`src/sv/rip_pkg.sv`:
```
package rip_pkg;

   localparam int STACK_DEPTH = 32;
   localparam int CODE_WIDTH  = 2;

   // stack entry codes, numeric order is the operator priority
   typedef enum logic [CODE_WIDTH-1:0] {
      OP_ALT  = 2'd0,
      OP_CAT  = 2'd1,
      OP_STAR = 2'd2,
      OP_OPEN = 2'd3
   } op_code_type;

   typedef enum logic [1:0] {
      ST_OK       = 2'd0,
      ST_BAD_CHAR = 2'd1,
      ST_OVERFLOW = 2'd2
   } status_type;

   localparam logic [7:0] CH_STAR   = 8'h2a;
   localparam logic [7:0] CH_CAT    = 8'h2e;
   localparam logic [7:0] CH_ALT    = 8'h2b;
   localparam logic [7:0] CH_OPEN   = 8'h28;
   localparam logic [7:0] CH_CLOSE  = 8'h29;
   localparam logic [7:0] CH_DOLLAR = 8'h24;
   localparam logic [7:0] CH_ZERO   = 8'h30;
   localparam logic [7:0] CH_NINE   = 8'h39;
   localparam logic [7:0] CH_LOW_A  = 8'h61;
   localparam logic [7:0] CH_LOW_Z  = 8'h7a;

   typedef struct packed {
      logic        push;
      logic        pop;
      logic        clear;
      op_code_type code;
   } stack_cmd_type;

   typedef struct packed {
      logic        empty;
      logic        full;
      op_code_type top;
   } stack_status_type;

   function automatic logic [7:0] code_char(input op_code_type code);
      logic [7:0] ch;
      case (code)
         OP_ALT:  ch = CH_ALT;
         OP_CAT:  ch = CH_CAT;
         OP_STAR: ch = CH_STAR;
         OP_OPEN: ch = CH_OPEN;
         default: ch = CH_OPEN;
      endcase
      return ch;
   endfunction

   function automatic logic is_allowed(input logic [7:0] c);
      return c inside {[CH_ZERO:CH_NINE], [CH_LOW_A:CH_LOW_Z],
                       CH_STAR, CH_CAT, CH_ALT, CH_OPEN, CH_CLOSE, CH_DOLLAR};
   endfunction

endpackage

```
`src/sv/rip_if.sv`:
```
interface rip_req_if;
   logic       valid;
   logic       ready;
   logic [7:0] character;
   logic       final_char;

   modport source (output valid, output character, output final_char, input ready);
   modport sink   (input valid, input character, input final_char, output ready);
endinterface

interface rip_rsp_if;
   logic       valid;
   logic       ready;
   logic [7:0] symbol;
   logic       has_symbol;
   logic       end_of_run;
   logic       expr_done;
   logic [1:0] status;

   modport source (output valid, output symbol, output has_symbol, output end_of_run,
                   output expr_done, output status, input ready);
   modport sink   (input valid, input symbol, input has_symbol, input end_of_run,
                   input expr_done, input status, output ready);
endinterface

```
`src/sv/rip_ram.sv`:
```
module rip_ram #(
   parameter int WIDTH = 2,
   parameter int DEPTH = 32
) (
   input  logic                     clock,
   input  logic                     wr_en,
   input  logic [$clog2(DEPTH)-1:0] wr_addr,
   input  logic [WIDTH-1:0]         wr_data,
   input  logic [$clog2(DEPTH)-1:0] rd_addr,
   output logic [WIDTH-1:0]         rd_data
);

   logic [WIDTH-1:0] mem [DEPTH];

   always_ff @(posedge clock) begin
      if (wr_en) begin
         mem[wr_addr] <= wr_data;
      end
      rd_data <= mem[rd_addr];
   end

endmodule

```
`src/sv/rip_stack.sv`:
```
module rip_stack #(
   parameter int STACK_DEPTH = rip_pkg::STACK_DEPTH
) (
   input  logic                      clock,
   input  logic                      reset,
   input  rip_pkg::stack_cmd_type    cmd,
   output rip_pkg::stack_status_type status
);

   localparam int AW = $clog2(STACK_DEPTH);
   localparam int CW = $clog2(STACK_DEPTH + 1);

   logic [CW-1:0]              count_ff, count_in;
   rip_pkg::op_code_type       top_ff, top_in;
   logic [rip_pkg::CODE_WIDTH-1:0] below_data;
   logic [CW-1:0]              rd_index;

   // the ram always presents the entry just below the next top
   assign rd_index = count_in - CW'(2);

   rip_ram #(
      .WIDTH (rip_pkg::CODE_WIDTH),
      .DEPTH (STACK_DEPTH)
   ) u_ram (
      .clock   (clock),
      .wr_en   (cmd.push),
      .wr_addr (count_ff[AW-1:0]),
      .wr_data (cmd.code),
      .rd_addr (rd_index[AW-1:0]),
      .rd_data (below_data)
   );

   always_comb begin
      count_in = count_ff;
      top_in   = top_ff;
      if (cmd.clear) begin
         count_in = '0;
      end else if (cmd.push) begin
         count_in = count_ff + CW'(1);
         top_in   = cmd.code;
      end else if (cmd.pop) begin
         count_in = count_ff - CW'(1);
         top_in   = rip_pkg::op_code_type'(below_data);
      end
   end

   always_ff @(posedge clock) begin
      top_ff <= top_in;
      if (reset) begin
         count_ff <= '0;
      end else begin
         count_ff <= count_in;
      end
   end

   assign status.empty = (count_ff == '0);
   assign status.full  = (count_ff == CW'(STACK_DEPTH));
   assign status.top   = top_ff;

endmodule

```
`src/sv/rip_seq.sv`:
```
module rip_seq (
   input  logic                      clock,
   input  logic                      reset,
   rip_req_if.sink                   req_chan,
   rip_rsp_if.source                 rsp_chan,
   output rip_pkg::stack_cmd_type    stack_cmd,
   input  rip_pkg::stack_status_type stack_st
);

   typedef enum logic [2:0] {
      S_IDLE,
      S_OPER,
      S_CHAR,
      S_CLOSE,
      S_FLUSH,
      S_FINISH
   } state_type;

   state_type            state_ff, state_in;
   logic [7:0]           char_ff, char_in;
   logic                 fin_ff, fin_in;
   rip_pkg::op_code_type prio_ff, prio_in;
   logic                 then_char_ff, then_char_in;
   logic                 pend_valid_ff, pend_valid_in;
   logic [7:0]           pend_sym_ff, pend_sym_in;
   rip_pkg::status_type  err_ff, err_in;
   logic [7:0]           prev_ff, prev_in;
   logic                 have_prev_ff, have_prev_in;

   logic                 rsp_valid_ff, rsp_valid_in;
   logic [7:0]           rsp_symbol_ff, rsp_symbol_in;
   logic                 rsp_has_ff, rsp_has_in;
   logic                 rsp_end_ff, rsp_end_in;
   logic                 rsp_done_ff, rsp_done_in;
   rip_pkg::status_type  rsp_status_ff, rsp_status_in;

   logic                 out_free;
   logic                 emit_ok;
   logic                 top_pops;
   logic                 implicit_cat;
   logic                 do_emit;
   logic [7:0]           emit_sym;

   assign out_free = !rsp_valid_ff || rsp_chan.ready;
   // a new symbol can be taken once the held one can move to the output
   assign emit_ok  = !pend_valid_ff || out_free;
   assign top_pops = !stack_st.empty && (stack_st.top != rip_pkg::OP_OPEN);

   assign implicit_cat = have_prev_ff &&
      !(prev_ff inside {rip_pkg::CH_OPEN, rip_pkg::CH_CAT, rip_pkg::CH_ALT}) &&
      !(req_chan.character inside
        {rip_pkg::CH_CLOSE, rip_pkg::CH_STAR, rip_pkg::CH_ALT, rip_pkg::CH_CAT});

   assign req_chan.ready = (state_ff == S_IDLE);

   always_comb begin
      state_in      = state_ff;
      char_in       = char_ff;
      fin_in        = fin_ff;
      prio_in       = prio_ff;
      then_char_in  = then_char_ff;
      pend_valid_in = pend_valid_ff;
      pend_sym_in   = pend_sym_ff;
      err_in        = err_ff;
      prev_in       = prev_ff;
      have_prev_in  = have_prev_ff;
      rsp_valid_in  = rsp_valid_ff && !rsp_chan.ready;
      rsp_symbol_in = rsp_symbol_ff;
      rsp_has_in    = rsp_has_ff;
      rsp_end_in    = rsp_end_ff;
      rsp_done_in   = rsp_done_ff;
      rsp_status_in = rsp_status_ff;
      stack_cmd     = '0;
      do_emit       = 1'b0;
      emit_sym      = rip_pkg::code_char(stack_st.top);

      case (state_ff)
         S_IDLE: begin
            if (req_chan.valid) begin
               char_in      = req_chan.character;
               fin_in       = req_chan.final_char;
               prev_in      = req_chan.character;
               have_prev_in = 1'b1;
               then_char_in = 1'b0;
               if (err_ff != rip_pkg::ST_OK) begin
                  state_in = S_FINISH;
               end else if (!rip_pkg::is_allowed(req_chan.character)) begin
                  err_in   = rip_pkg::ST_BAD_CHAR;
                  state_in = S_FINISH;
               end else if (implicit_cat) begin
                  prio_in      = rip_pkg::OP_CAT;
                  then_char_in = 1'b1;
                  state_in     = S_OPER;
               end else begin
                  state_in = S_CHAR;
               end
            end
         end
         S_OPER: begin
            if (top_pops && (prio_ff <= stack_st.top)) begin
               if (emit_ok) begin
                  stack_cmd.pop = 1'b1;
                  do_emit       = 1'b1;
               end
            end else if (stack_st.full) begin
               err_in   = rip_pkg::ST_OVERFLOW;
               state_in = S_FINISH;
            end else begin
               stack_cmd.push = 1'b1;
               stack_cmd.code = prio_ff;
               then_char_in   = 1'b0;
               state_in       = then_char_ff ? S_CHAR : S_FLUSH;
            end
         end
         S_CHAR: begin
            case (char_ff)
               rip_pkg::CH_OPEN: begin
                  if (stack_st.full) begin
                     err_in   = rip_pkg::ST_OVERFLOW;
                     state_in = S_FINISH;
                  end else begin
                     stack_cmd.push = 1'b1;
                     stack_cmd.code = rip_pkg::OP_OPEN;
                     state_in       = S_FLUSH;
                  end
               end
               rip_pkg::CH_CLOSE: state_in = S_CLOSE;
               rip_pkg::CH_STAR: begin
                  prio_in  = rip_pkg::OP_STAR;
                  state_in = S_OPER;
               end
               rip_pkg::CH_CAT: begin
                  prio_in  = rip_pkg::OP_CAT;
                  state_in = S_OPER;
               end
               rip_pkg::CH_ALT: begin
                  prio_in  = rip_pkg::OP_ALT;
                  state_in = S_OPER;
               end
               default: begin
                  if (emit_ok) begin
                     do_emit  = 1'b1;
                     emit_sym = char_ff;
                     state_in = S_FLUSH;
                  end
               end
            endcase
         end
         S_CLOSE: begin
            if (top_pops) begin
               if (emit_ok) begin
                  stack_cmd.pop = 1'b1;
                  do_emit       = 1'b1;
               end
            end else begin
               // drop the matching open, or nothing when unmatched
               stack_cmd.pop = !stack_st.empty;
               state_in      = S_FLUSH;
            end
         end
         S_FLUSH: begin
            if (fin_ff && !stack_st.empty) begin
               if (emit_ok) begin
                  stack_cmd.pop = 1'b1;
                  do_emit       = 1'b1;
               end
            end else begin
               state_in = S_FINISH;
            end
         end
         S_FINISH: begin
            if (out_free) begin
               rsp_valid_in  = 1'b1;
               rsp_symbol_in = pend_valid_ff ? pend_sym_ff : 8'd0;
               rsp_has_in    = pend_valid_ff;
               rsp_end_in    = 1'b1;
               rsp_done_in   = fin_ff;
               rsp_status_in = err_ff;
               pend_valid_in = 1'b0;
               if (fin_ff) begin
                  stack_cmd.clear = 1'b1;
                  err_in          = rip_pkg::ST_OK;
                  prev_in         = 8'd0;
                  have_prev_in    = 1'b0;
               end
               state_in = S_IDLE;
            end
         end
         default: state_in = S_IDLE;
      endcase

      // the last symbol of a request is held back until its status is final
      if (do_emit) begin
         if (pend_valid_ff) begin
            rsp_valid_in  = 1'b1;
            rsp_symbol_in = pend_sym_ff;
            rsp_has_in    = 1'b1;
            rsp_end_in    = 1'b0;
            rsp_done_in   = 1'b0;
            rsp_status_in = err_ff;
         end
         pend_valid_in = 1'b1;
         pend_sym_in   = emit_sym;
      end
   end

   always_ff @(posedge clock) begin
      char_ff       <= char_in;
      fin_ff        <= fin_in;
      prio_ff       <= prio_in;
      pend_sym_ff   <= pend_sym_in;
      rsp_symbol_ff <= rsp_symbol_in;
      rsp_has_ff    <= rsp_has_in;
      rsp_end_ff    <= rsp_end_in;
      rsp_done_ff   <= rsp_done_in;
      rsp_status_ff <= rsp_status_in;
      if (reset) begin
         state_ff      <= S_IDLE;
         then_char_ff  <= 1'b0;
         pend_valid_ff <= 1'b0;
         err_ff        <= rip_pkg::ST_OK;
         prev_ff       <= 8'd0;
         have_prev_ff  <= 1'b0;
         rsp_valid_ff  <= 1'b0;
      end else begin
         state_ff      <= state_in;
         then_char_ff  <= then_char_in;
         pend_valid_ff <= pend_valid_in;
         err_ff        <= err_in;
         prev_ff       <= prev_in;
         have_prev_ff  <= have_prev_in;
         rsp_valid_ff  <= rsp_valid_in;
      end
   end

   assign rsp_chan.valid      = rsp_valid_ff;
   assign rsp_chan.symbol     = rsp_symbol_ff;
   assign rsp_chan.has_symbol = rsp_has_ff;
   assign rsp_chan.end_of_run = rsp_end_ff;
   assign rsp_chan.expr_done  = rsp_done_ff;
   assign rsp_chan.status     = rsp_status_ff;

endmodule

```
`src/sv/regex_infix_to_postfix_unit.sv`:
```
// channel    direction  payload
// req_chan   in         character[7:0], final_char
// rsp_chan   out        symbol[7:0], has_symbol, end_of_run, expr_done, status[1:0]
//
// a request is accepted, decoded, checked for the final flush and answered; an
// implicit '.', an operator and a ')' each add a step that pops stack entries,
// and a final character adds a flush of the remaining entries.
// a rejected byte, or any request after an error, goes straight to the result.
// req_chan is ready only in the idle state; a stalled rsp_chan holds the
// sequencer whenever a symbol or the end result needs the output register.
// synchronous reset empties the stack and clears the error state.
module regex_infix_to_postfix_unit #(
   parameter int STACK_DEPTH = rip_pkg::STACK_DEPTH
) (
   input logic       clock,
   input logic       reset,
   rip_req_if.sink   req_chan,
   rip_rsp_if.source rsp_chan
);

   rip_pkg::stack_cmd_type    stack_cmd;
   rip_pkg::stack_status_type stack_st;

   rip_stack #(
      .STACK_DEPTH (STACK_DEPTH)
   ) u_stack (
      .clock  (clock),
      .reset  (reset),
      .cmd    (stack_cmd),
      .status (stack_st)
   );

   rip_seq u_seq (
      .clock     (clock),
      .reset     (reset),
      .req_chan  (req_chan),
      .rsp_chan  (rsp_chan),
      .stack_cmd (stack_cmd),
      .stack_st  (stack_st)
   );

endmodule
```
`src/flat_wrapper.sv`:
```
// flat-port wrapper written by rule: the top's interface ports become plain ports
module regex_infix_to_postfix_unit_flat 
#(
   parameter int STACK_DEPTH = rip_pkg::STACK_DEPTH
)
  (clock, reset, req_chan_valid, req_chan_character, req_chan_final_char, req_chan_ready, rsp_chan_valid, rsp_chan_symbol, rsp_chan_has_symbol, rsp_chan_end_of_run, rsp_chan_expr_done, rsp_chan_status, rsp_chan_ready);
  rip_req_if req_chan_i ();
  rip_rsp_if rsp_chan_i ();
  input logic clock;
  input logic reset;
  input wire logic [$bits(req_chan_i.valid)-1:0] req_chan_valid;
  input wire logic [$bits(req_chan_i.character)-1:0] req_chan_character;
  input wire logic [$bits(req_chan_i.final_char)-1:0] req_chan_final_char;
  output wire logic [$bits(req_chan_i.ready)-1:0] req_chan_ready;
  output wire logic [$bits(rsp_chan_i.valid)-1:0] rsp_chan_valid;
  output wire logic [$bits(rsp_chan_i.symbol)-1:0] rsp_chan_symbol;
  output wire logic [$bits(rsp_chan_i.has_symbol)-1:0] rsp_chan_has_symbol;
  output wire logic [$bits(rsp_chan_i.end_of_run)-1:0] rsp_chan_end_of_run;
  output wire logic [$bits(rsp_chan_i.expr_done)-1:0] rsp_chan_expr_done;
  output wire logic [$bits(rsp_chan_i.status)-1:0] rsp_chan_status;
  input wire logic [$bits(rsp_chan_i.ready)-1:0] rsp_chan_ready;
  assign req_chan_i.valid = req_chan_valid;
  assign req_chan_i.character = req_chan_character;
  assign req_chan_i.final_char = req_chan_final_char;
  assign req_chan_ready = req_chan_i.ready;
  assign rsp_chan_valid = rsp_chan_i.valid;
  assign rsp_chan_symbol = rsp_chan_i.symbol;
  assign rsp_chan_has_symbol = rsp_chan_i.has_symbol;
  assign rsp_chan_end_of_run = rsp_chan_i.end_of_run;
  assign rsp_chan_expr_done = rsp_chan_i.expr_done;
  assign rsp_chan_status = rsp_chan_i.status;
  assign rsp_chan_i.ready = rsp_chan_ready;
  regex_infix_to_postfix_unit #(.STACK_DEPTH(STACK_DEPTH)) u_core (.clock(clock), .reset(reset), .req_chan(req_chan_i), .rsp_chan(rsp_chan_i));
endmodule
```
`config.mk`:
```
export PLATFORM = sky130hd
export DESIGN_NAME = regex_infix_to_postfix_unit_flat
export DESIGN_NICKNAME = d
export VERILOG_FILES = /design/src/sv/rip_pkg.sv /design/src/sv/rip_if.sv /design/src/sv/rip_ram.sv /design/src/sv/rip_stack.sv /design/src/sv/rip_seq.sv /design/src/sv/regex_infix_to_postfix_unit.sv /design/src/flat_wrapper.sv
export SDC_FILE = /design/constraint.sdc
export NUM_CORES = 1
export LEC_CHECK = 0
export BUFFER_PORTS_ARGS = -buffer_cell sky130_fd_sc_hd__buf_2
export CORE_UTILIZATION = 55
export CTS_BUF_LIST = sky130_fd_sc_hd__clkbuf_4 sky130_fd_sc_hd__clkbuf_8 sky130_fd_sc_hd__clkbuf_16
export CTS_CLUSTER_SIZE = 24
export DETAILED_ROUTE_END_ITERATION = 10
export GPL_ROUTABILITY_DRIVEN = 0
export HOLD_SLACK_MARGIN = 0.1
export PLACE_DENSITY = 0.75
export SLEW_MARGIN = 20
export SYNTH_ARGS = -nofsm -noshare
export SYNTH_HDL_FRONTEND = slang
export SYNTH_SLANG_ARGS = --single-unit
```
`constraint.sdc`:
```
create_clock -name clock -period 3.6 [get_ports clock]
set_input_delay 0.72 -clock clock [delete_from_list [all_inputs] [get_ports clock]]
set_output_delay 0.72 -clock clock [all_outputs]
set_load 0.01 [all_outputs]
```
==> flow_summary.json, run 1 <==
{
  "status": "complete, no violations",
  "slowest_stage": "or4b_4",
  "clkPwrFrac_pct": 24.8,
  "first_global_vias": 4602,
  "cts_sinks": 123,
  "netlist.top_cell.by_area": "edfxtp_1",
  "maxCapViolations": 0,
  "worst_setup_path_start_kind": "flop",
  "drive_above_1_share_pct": 25.1,
  "synth_ff_type": "edfxtp_1",
  "yosys.area.top_type_share_pct": 43.7,
  "final-instance-count-excl-fill": 754,
  "rr_worst_depth": 13,
  "clkLatencyLatePin_ps": 530,
  "path_class": "reg2reg",
  "cts_buffers": 17,
  "timing.rr.start": "u_core.u_stack.count_ff[0]",
  "synth_edf_count": 85,
  "fin_crit_ps": 3580,
  "p_int_mw": 4.50,
  "yosysWarningCount": 0,
  "timing.rr.end": "u_core.u_stack.u_ram.rd_data[1]",
  "reg2reg_slack_ps": 20,
  "p_leak_nw": 2.78,
  "track_usage_pct": 28.0,
  "finalHoldViolations": 0,
  "die_w_um": 105,
  "num_rows": 37,
  "peakVddDrop_mv": 0.458,
  "crit_arrival_ps": 3980,
  "drt_wl_total_um": 14900,
  "initial_core_util_pct": 56.6,
  "fin_skew_ps": 4.69,
  "finalSetupViolations": 0,
  "min-delay-start": "req_chan_final_char",
  "dieArea_um2": 11000,
  "fin_util_pct": 69.7,
  "synth_cell_types": 64,
  "cts_tree": "built",
  "swShare_pct": 36.9,
  "multi_input_area_um2": 2520,
  "wl_per_cell_um": 19.8,
  "fillerInstances": 700,
  "setup_ws_ps": 18.2,
  "critPathMaxStageDelay_ps": 530,
  "hold_path_depth": 1,
  "grt_pass1_wl_um": 23500,
  "cts.clk_slew.worst_paths_ps": 60,
  "cts_max_level": 4,
  "worstSetupEndpointType": "flop",
  "root_buffer": "clkbuf_8",
  "finalSetupTns_ps": 0,
  "antenna_found_initial": 0,
  "path_max_fanout": 6,
  "seq_power_share_pct": 27.4,
  "relSlewSlack_pct": 29.4,
  "worst_hold_path.endpoint": "u_core.u_seq.fin_ff",
  "fin_crit_sh_pct": 99.5,
  "core-area_um2": 10300,
  "worstPathCellList": "clkinv_2 > ha_4 > or4b_4 > nor2_4 > a311oi_4 > buf_6 > a211oi_4 > mux2i_4 > buf_6 > mux2i_1 > mux2i_1 > mux2_2 > mux4_2",
  "ant_nets": 0,
  "vias": 4695,
  "drv_slew": 0,
  "place_ws_ps": -113,
  "seq_area_um2": 3310,
  "drc": 0,
  "fin_nets": 626,
  "drt_first_pass_iters": 5,
  "rsz0062_at_grt": "true",
  "ios": 28,
  "via_per_inst": 6.23,
  "ys_top_cells_by_area": "edfxtp_1 44%, dfxtp_1 13%, nand2_1 4.8%",
  "syn-instance-count": 531,
  "fmax_ghz": 0.279,
  "syn2layout_area_growth_pct": 23.1,
  "seq_area_frac_synth_pct": 56.7,
  "async_reset_ff_share_pct": 0,
  "hpwl_um": 9780,
  "n_antenna_cell": 0,
  "grt_max_degree": 24,
  "critical_path_required_ps": 3990,
  "dp_cells": 713,
  "hold_path_class": "in2reg",
  "cp-startpoint": "u_core.u_stack.count_ff[0]",
  "grt_overflow": 0,
  "die-height_um": 105,
  "powerDensity_nw_per_um2": 992,
  "syn_area_per_cell_um2": 11.0,
  "io_buffer_count": 27,
  "tightest_slew_ps": 1050,
  "drt_iter0_markers": 466,
  "p_sw_mw": 2.63,
  "synth_nets": 552,
  "ys_ff_latch": 123,
  "syn_area_um2": 5840,
  "hold_buffers": 0,
  "cts_buffer_depth": 2,
  "power_frac_comb_pct": 47.9
}
-- kinds of logic (layout without fill, tap and decap cells) --
group,Yosys count,after routing,share of synthesized area [%]
and+or+nand+nor,225,225,18.5
DFF,123,123,56.7
AOI/OAI and AO/OA,108,108,13.2
buffers and inverters,34,120,2.33
muxes,27,28,6.66
adders and majority gates,8,8,1.71
xor gates and xnor gates,6,6,0.900
-- worst max-delay path by stage --
stage,endpoint
after detailed placement,u_core.u_stack.u_ram.rd_data[0]
after CTS,u_core.u_stack.u_ram.rd_data[0]
after floorplan,u_core.u_stack.u_ram.rd_data[1]
after global placement,u_core.u_stack.u_ram.rd_data[0]
final,u_core.u_stack.u_ram.rd_data[1]
after global routing,u_core.u_stack.u_ram.rd_data[1]
-- per-layer routing --
layer	track usage, %	wire (um)	share of wire, %	vias up
li1	-	-	-	2133
met1	38.1	6280	42	2253
met2	42.8	7090	47	265
met3	7.74	1250	8.4	44
met4	11.0	320	2.1	0
met5	0	0	0	-
-- power groups by stage --
stage	clock (mW)	combinational [mW]	sequential [mW]
final	1.77	3.42	1.95
after global routing	1.84	3.67	1.97
after CTS	1.77	3.17	1.95
after detailed placement	0	3.00	1.98
after global placement	0	2.89	1.96
after floorplan	0	2.06	1.98
-- through the flow --
stage                     hold slack [ps]  area (um^2)  power [mW]
after CTS                             362         7090        6.89
after detailed placement              446         6390        4.98
after floorplan                       436         5870        4.03
after global routing                  361         7190        7.48
after global placement                431         6390        4.85
final                                 375         7190        7.14
-- layout make-up --
type	instances	share of cell area, %
multi-input combinational	375	35.0
tap	136	2.37
clock inverter	14	2.71
timing repair buffer	76	7.30
clock buffer	18	5.86
sequential	123	46.1
inverter	12	0.643
-- registers in the layout, summed over array words and instances (netlist names) --
name and cells:
u_core.u_seq.fin_ff 1, u_core.u_seq.rsp_chan.expr_done 1, u_core.u_stack.top_ff 2, u_core.u_seq.rsp_chan.end_of_run 1, u_core.u_seq.rsp_chan.has_symbol 1, u_core.u_seq.have_prev_ff 1, u_core.u_seq.err_ff 2, u_core.u_stack.count_ff 6
u_core.u_seq.char_ff 8, u_core.u_seq.then_char_ff 1, u_core.u_seq.state_ff 3, u_core.u_stack.u_ram.rd_data 2, u_core.u_seq.rsp_chan.symbol 8, u_core.u_stack.u_ram.mem 64, u_core.u_seq.prev_ff 8, u_core.u_seq.pend_sym_ff 8
u_core.u_seq.prio_ff 2, u_core.u_seq.rsp_chan.valid 1, u_core.u_seq.pend_valid_ff 1, u_core.u_seq.rsp_chan.status 2
-- synth_stat cells, drive strengths merged, types with 5 or more instances --
library cell,count
edfxtp,85
nand2,75
nor2,62
dfxtp,38
a21oi,23
o21ai,19
nand3,17
nor3,17
clkbuf,16
mux2i,13
a21o,11
inv,11
a22oi,9
and3,9
mux4,9
a22o,8
ha,8
buf,6
a31oi,5
mux2,5
nand2b,5
nor2b,5
or3,5
-- worst max-delay path: cells and delay by family (launching register included) --
| kind | cells | cell delay, ps |
|---|---|---|
| AOI/OAI and AO/OA | 2 | 340 |
| adders and majority gates | 1 | 130 |
| buffers and inverters | 3 | 390 |
| DFF | 1 | 320 |
| muxes | 5 | 1480 |
| and+or+nand+nor | 2 | 780 |
-- layout by cell type (no fill, tap or decap), types with 3 or more instances in the layout --
cell type | Yosys | routed
xnor2_1 | 3 | 3
and3_1 | 9 | 9
a22o_1 | 8 | 8
ha_1 | 8 | 6
xor2_1 | 3 | 3
nand2_1 | 75 | 73
mux2i_1 | 13 | 12
buf_2 | 4 | 27
dfxtp_1 | 38 | 37
nand3_1 | 17 | 17
clkbuf_16 | 0 | 16
nand3b_1 | 4 | 4
or2_2 | 4 | 4
nand4_1 | 3 | 3
nand2b_1 | 5 | 5
buf_6 | 0 | 6
nor2_1 | 60 | 60
mux4_2 | 9 | 9
clkinvlp_4 | 0 | 3
a31oi_1 | 5 | 5
clkinv_4 | 0 | 3
bufinv_16 | 0 | 4
nor3_1 | 17 | 16
nor2b_1 | 5 | 4
a21o_1 | 11 | 11
o21a_1 | 4 | 4
edfxtp_1 | 85 | 85
o211ai_1 | 4 | 4
inv_1 | 10 | 9
o21ai_0 | 17 | 16
or3b_2 | 3 | 3
buf_4 | 1 | 43
and2_1 | 3 | 3
mux2_2 | 5 | 4
or3_1 | 5 | 4
a21oi_1 | 23 | 23
a22oi_1 | 9 | 9
-- timing repair --
item | 4_1_cts | 5_1_grt
hold endpoints to repair | 0 | 0
gates resized for setup | 6 | 19
pin swaps | 3 | 5
setup buffers | 5 | 3
endpoints found under the setup margin | 2 | 2
gates cloned | 1 | 0
(Power assumes the default switching activity.)
==> run 2, diff against run 1 <==
--- a/config.mk
+++ b/config.mk
@@ -12,6 +12,7 @@
 export DETAILED_ROUTE_END_ITERATION = 10
 export GPL_ROUTABILITY_DRIVEN = 0
 export HOLD_SLACK_MARGIN = 0.1
+export MAX_ROUTING_LAYER = met4
 export PLACE_DENSITY = 0.75
 export SLEW_MARGIN = 20
 export SYNTH_ARGS = -nofsm -noshare
==> constraint.sdc (replaced) <==
create_clock -name clock -period 3.6 [get_ports clock]
set_input_delay 0.72 -clock clock [delete_from_list [all_inputs] [get_ports clock]]
set_output_delay 0.72 -clock clock [all_outputs]
set_load 0.1 [all_outputs]
==> flow_summary.json, run 2 (synthesis results as in run 1) <==
{
  "status": "complete, no violations",
  "tightest_slew_ps": 1060,
  "finalHoldViolations": 0,
  "critical_path_required_ps": 4010,
  "ios": 28,
  "rr_worst_depth": 13,
  "antenna_found_initial": 0,
  "via_per_inst": 6.07,
  "powerDensity_nw_per_um2": 1030,
  "fin_nets": 620,
  "drt_first_pass_iters": 5,
  "p_leak_nw": 2.75,
  "rsz0062_at_grt": "true",
  "fin_util_pct": 69.1,
  "crit_arrival_ps": 3980,
  "hold_buffers": 0,
  "cts_max_level": 4,
  "swShare_pct": 39.5,
  "die_w_um": 105,
  "worst_setup_path_start_kind": "flop",
  "fmax_ghz": 0.280,
  "slowest_stage": "or4b_4",
  "first_global_vias": 4332,
  "maxCapViolations": 0,
  "hold_path_class": "in2reg",
  "cts_buffer_depth": 2,
  "fin_skew_ps": 7.54,
  "fillerInstances": 719,
  "drt_wl_total_um": 13900,
  "io_buffer_count": 27,
  "power_frac_comb_pct": 49.8,
  "fin_crit_ps": 3570,
  "grt_pass1_wl_um": 21900,
  "seq_power_share_pct": 26.4,
  "cts.clk_slew.worst_paths_ps": 60,
  "syn2layout_area_growth_pct": 22.2,
  "wl_met3_um": 1070,
  "largest_register": "u_core.u_stack.u_ram.mem",
  "cts_buffers": 17,
  "finalPower_mw": 7.36,
  "final_cell_mix": "85 x edfxtp_1, 72 x nand2_1, 60 x nor2_1, 39 x buf_4, 36 x dfxtp_1",
  "p_sw_mw": 2.91,
  "p_int_mw": 4.46,
  "clkLatencyLatePin_ps": 530,
  "worstSetupEndpointType": "flop",
  "finalSetupViolations": 0,
  "largest_reg_flops": 64,
  "die-height_um": 105,
  "fin_crit_sh_pct": 99.3,
  "peakVddDrop_mv": 0.643,
  "num_rows": 37,
  "drc": 0,
  "drv_slew": 0,
  "critPathMaxStageDelay_ps": 530,
  "cts_tree": "built",
  "wl_per_cell_um": 18.6,
  "initial_core_util_pct": 56.6,
  "hold_path_depth": 1,
  "path_max_fanout": 5,
  "core-area_um2": 10300,
  "cts_sinks": 123,
  "ant_nets": 0,
  "root_buffer": "clkbuf_8",
  "track_usage_pct": 27.2,
  "dieArea_um2": 11000,
  "vias": 4544,
  "grt_overflow": 0,
  "clkPwrFrac_pct": 23.8,
  "layout_commonest_cell": "edfxtp_1",
  "highest_layer": "met4",
  "grt_max_degree": 24,
  "hpwl_um": 9500,
  "met1_length_um": 6060,
  "path_class": "reg2reg",
  "n_antenna_cell": 0,
  "worstPathCellList": "clkinv_2 > ha_4 > or4b_4 > nor2_4 > a311oi_4 > buf_6 > a211oi_4 > buf_6 > mux2_4 > nand2_1 > nand2_1 > mux4_2 > mux4_2",
  "relSlewSlack_pct": 28.5,
  "dr_wl_met2_um": 6470,
  "drive_above_1_share_pct": 23.7,
  "drt_iter0_markers": 450
}
[run 2: metal layers]
metal  up-vias  GRT usage [%]
li1       2129              -
met1      2154           35.7
met2       225           40.7
met3        36           6.86
met4         0           11.0
met5         -              -
[run 2: final timing paths]
path,slack (ps),startpoint,end
setup reg to reg,30,u_core.u_stack.count_ff[0],u_core.u_stack.u_ram.rd_data[1]
hold / removal,370,req_chan_final_char,u_core.u_seq.fin_ff
hold reg to reg,440,u_core.u_seq.rsp_chan.expr_done,u_core.u_seq.rsp_chan.expr_done
setup / recovery,30,u_core.u_stack.count_ff[0],u_core.u_stack.u_ram.rd_data[1]
[run 2: cell type report]
| class | instances | area [um^2] | area share [%] |
|---|---|---|---|
| Clock inverter | 14 | 191 | 2.68 |
| Tap cell | 136 | 170 | 2.38 |
| Sequential cell | 123 | 3320 | 46.5 |
| Clock buffer | 18 | 422 | 5.91 |
| Inverter | 12 | 46.3 | 0.649 |
| Multi-Input combinational cell | 376 | 2520 | 35.3 |
| Timing Repair Buffer | 69 | 470 | 6.59 |
[run 2: worst max-delay path: cells and delay by family, from the launching register on]
family                   cells  cell delay (ps)
AND/OR/NAND/NOR              4              900
multiplexers                 3             1250
adder cells (fa/ha/maj)      1              130
flip-flops                   1              330
buffers and inverters        3              430
AO/OA/AOI/OAI                2              420
[run 2: repair_timing]
action	in CTS	in global routing
endpoints found under the setup margin	2	2
gates cloned	0	2
buffers inserted	1	4
pin swaps	2	8
resized for setup	5	14
[run 2: power by group through the flow]
| stage | sequential [mW] | clock [mW] | combinational, mW |
|---|---|---|---|
| 4_1_cts | 1.94 | 1.78 | 3.44 |
| 3_5_place_dp | 1.97 | 0 | 3.36 |
| 3_3_place_gp | 1.96 | 0 | 3.29 |
| 5_1_grt | 1.97 | 1.83 | 3.95 |
| 2_1_floorplan | 2.33 | 0 | 2.11 |
| 6_report | 1.95 | 1.75 | 3.67 |
[run 2: metrics by stage]
step / cell area (um^2) / setup TNS, ps / hold WS, ps / instances / setup slack [ps]
after floorplan: 5870 / 0 / 436 / 531 / 0.854
after global placement: 6380 / -116 / 431 / 709 / -102
after detailed placement: 6380 / -159 / 437 / 709 / -127
after CTS: 7030 / 0 / 352 / 742 / 2.87
after global routing: 7140 / -150 / 358 / 748 / -90.1
final: 7140 / 0 / 375 / 748 / 25.9
